[config.mk]
export PLATFORM = sky130hd
export DESIGN_NAME = crs_queue
export DESIGN_NICKNAME = d
export VERILOG_FILES = /design/src/crs_queue.sv
export SDC_FILE = /design/constraint.sdc
export NUM_CORES = 1
export LEC_CHECK = 0
export ABC_AREA = 1
export BUFFER_PORTS_ARGS = -buffer_cell sky130_fd_sc_hd__clkbuf_2
export CAP_MARGIN = 20
export CELL_PAD_IN_SITES_DETAIL_PLACEMENT = 1
export CELL_PAD_IN_SITES_GLOBAL_PLACEMENT = 1
export CORE_MARGIN = 2
export CORE_UTILIZATION = 47
export DETAILED_ROUTE_END_ITERATION = 16
export PLACE_DENSITY_LB_ADDON = 0.1
export SYNTH_ARGS = -nofsm -noshare
export SYNTH_HDL_FRONTEND = slang
export SYNTH_SLANG_ARGS = --single-unit
[constraint.sdc]
create_clock -name clk -period 3.3 [get_ports clk]
set_input_delay 0.66 -clock clk [delete_from_list [all_inputs] [get_ports clk]]
set_output_delay 0.66 -clock clk [all_outputs]
set_load 0.05 [all_outputs]
[src/crs_queue.sv]
module crs_queue #(
	parameter int W     = 8,
	parameter int DEPTH = 4
) (
	input  logic                           clk,
	input  logic                           arst_n,
	input  logic                           push,
	input  logic [W-1:0]                   wdata,
	input  logic                           pop,
	output logic                           head_valid,
	output logic [W-1:0]                   rdata,
	output logic [$clog2(DEPTH + 1)-1:0]   count
);

	localparam int PW = (DEPTH > 1) ? $clog2(DEPTH) : 1;
	localparam int CW = $clog2(DEPTH + 1);

	logic [W-1:0]  slots [DEPTH];
	logic [PW-1:0] wr_ptr_q;
	logic [PW-1:0] rd_ptr_q;
	logic [CW-1:0] count_q;

	always_ff @(posedge clk or negedge arst_n) begin
		if (!arst_n) begin
			wr_ptr_q <= '0;
			rd_ptr_q <= '0;
			count_q  <= '0;
		end else begin
			if (push) begin
				wr_ptr_q <= (wr_ptr_q == PW'(DEPTH - 1)) ? '0 : wr_ptr_q + PW'(1);
			end
			if (pop) begin
				rd_ptr_q <= (rd_ptr_q == PW'(DEPTH - 1)) ? '0 : rd_ptr_q + PW'(1);
			end
			count_q <= count_q + CW'(push) - CW'(pop);
		end
	end

	always_ff @(posedge clk) begin
		if (push) begin
			slots[wr_ptr_q] <= wdata;
		end
	end

	assign head_valid = count_q != '0;
	assign rdata      = slots[rd_ptr_q];
	assign count      = count_q;

endmodule

==> flow_summary.ini <==
[global_routing]
grt_max_degree = 20
grt_pass1_vias = 1225
track_usage = 0.182
grt-ovfl-total = 0
antenna_found_initial = 0
grt_pass1_wl_um = 5640

[placement]
dpl.cell_count = 242
pre_cts_ws_ps = 1110
hpwl_um = 2460
port_buffers = 23
place_area_mm2 = 0.00191
gp_congestion = 0.717

[cells_and_area]
stdcell_count = 250
design_area_mm2 = 0.00199
post-route-util = 0.549
antenna_cells = 0
synthToLayoutAreaGrowth_pct = 12.4
fillers = 445
seqCellArea_mm2 = 0.00114
drive_gt1_frac = 0.149
multi_input_area_um2 = 424
finalNetCount = 221

[clock_network]
clock_latency_ps = 290
htreeDepth = 2
cts_hold_buf = 0
clock-sinks = 39
cts_max_path_buffers = 2
cts.clk_slew.worst_paths_ps = 70
cts_tree = done
post_cts_resized = 0
cts_setup_buffers = 0
numCtsBuffers = 5
cts_root_buf = clkbuf_8

[min_path]
min_path_type = in2async

[logic_synthesis]
ys_warn_count = 0
synthCells = 175
avgSynthCellArea_um2 = 10.1
synthFlopType = edfxtp_1
synth_area_leader_cell = edfxtp_1
async_flop_share = 0.179
yosysSeqAreaShare = 0.640
ys_ff_latch = 39
synth_top_area_share = 0.542
ys_top_cells_by_count = 53 x nand2_1, 45 x inv_1, 32 x edfxtp_1, 18 x nand3_1
synth_area_mm2 = 0.00177
yosysMostFrequentCell = nand2_1
syn_nets = 195
synthDistinctLibCells = 15
ys_top_cells_by_area = edfxtp_1 54%, nand2_1 11%, dfrtp_1 9.9%
synth_edf_count = 32

[sta]
worstMarginPinSlew_ps = 629
slew_violations = 0
hold_slack_ps = 204
finalSetupViolations = 0
skew_ps = 2.71
min_period_ps = 2450
period_share = 0.743
max-slew-margin-rel = 0.581
setup_slack_ps = 847
grt_setup_unrepaired = no
max_freq_mhz = 408
finalSetupTns_ps = 0
finalHoldViolCount = 0

[setup_path]
crit_buf_inv = 2
crit_fanout = 19
path_class = reg2out
startpoint = rd_ptr_q[0]
max_stage_delay_ps = 750
r2r_start = count[0]
slowest_stage = dfrtp_1
path_depth = 5
path_cells = inv_4 > nand2_1 > nand3_1 > nand2_1 > clkbuf_2
crit_family = flip-flops
critPathArrivalTime_ps = 1790
r2r_cells = 8
crit_top_cell = nand2_1
worstSetupStartpointType = register
cp-end-kind = primary output
required_ps = 2640

[detailed_routing]
wl_um = 3330
drtPass1Iterations = 4
drt-wirelength-per-cell_um = 13.3
drt_iter0_drc = 35
postRouteAntennaNets = 0
vias_per_cell = 4.65
remaining_drc_errors = 0
vias = 1163

[floorplanning]
rows = 22
fp.dieH_um = 65.4
coreArea_mm2 = 0.00363
initial_core_util = 0.488
io_pins = 24
die_w_um = 65.4
die_area_mm2 = 0.00428

[flow_run]
drv_cap = 0

[status]
outcome = finished, final reports clean

[power_and_ir_drop]
power.density_mw_per_mm2 = 923
total_power_mw = 1.84
p_leak_nw = 1.01
worst_ir_drop_vdd_uv = 477
## power by group
group	total (mW)	internal, mW	switching [mW]
sequential	0.735	0.646	0.0882
clock	0.296	0.144	0.152
combinational	0.811	0.196	0.615
total	1.84	0.986	0.855
## cell usage in the layout, fill, tap and decap left out
master    instances
clkbuf_8          5
o21ai_1           1
clkinv_1          2
nand2_1          53
inv_4             1
inv_1            45
edfxtp_1         32
clkbuf_2         23
nor2_1            2
ha_1              7
o21ai_0           3
inv_2             1
dfrtp_1           7
clkbuf_1          1
fa_1              1
nand3_1          18
## per-layer routing
metal	vias to the layer above	wire length, µm	share of wire	track usage
li1	589	-	-	-
met1	549	1410	0.42	0.217
met2	19	1740	0.52	0.314
met3	6	123	0.037	0.0479
met4	0	53	0.016	0.0703
met5	-	0	0	0
## logic make-up after synthesis
kind of cell	synth area share
DFF	0.640
and+or+nand+nor	0.167
buffers and inverters	0.121
adders and majority gates	0.0606
AOI/OAI and AO/OA	0.0113
## worst paths after layout
kind | endpoint | slack, ps
max | rdata[7] | 850
min | count[1] | 200
max in group asynchronous | wr_ptr_q[0] | 2920
min reg2reg | count[2] | 600
min in group clk | slots[0][0] | 590
max reg2reg | count[2] | 1760
## cell type report
class | count | area share
multi-input cells | 85 | 0.213
well taps | 48 | 0.0301
clock inverters | 2 | 0.00376
inverters | 47 | 0.0897
flip-flops and latches | 39 | 0.570
repair buffers | 23 | 0.0577
clock buffers | 6 | 0.0364
## sequential cells by signal, indices dropped and copies added (netlist names)
name / flops
wr_ptr_q: 2
rd_ptr_q: 2
count: 3
slots: 32
No activity file was read; power rests on OpenSTA's default activity.
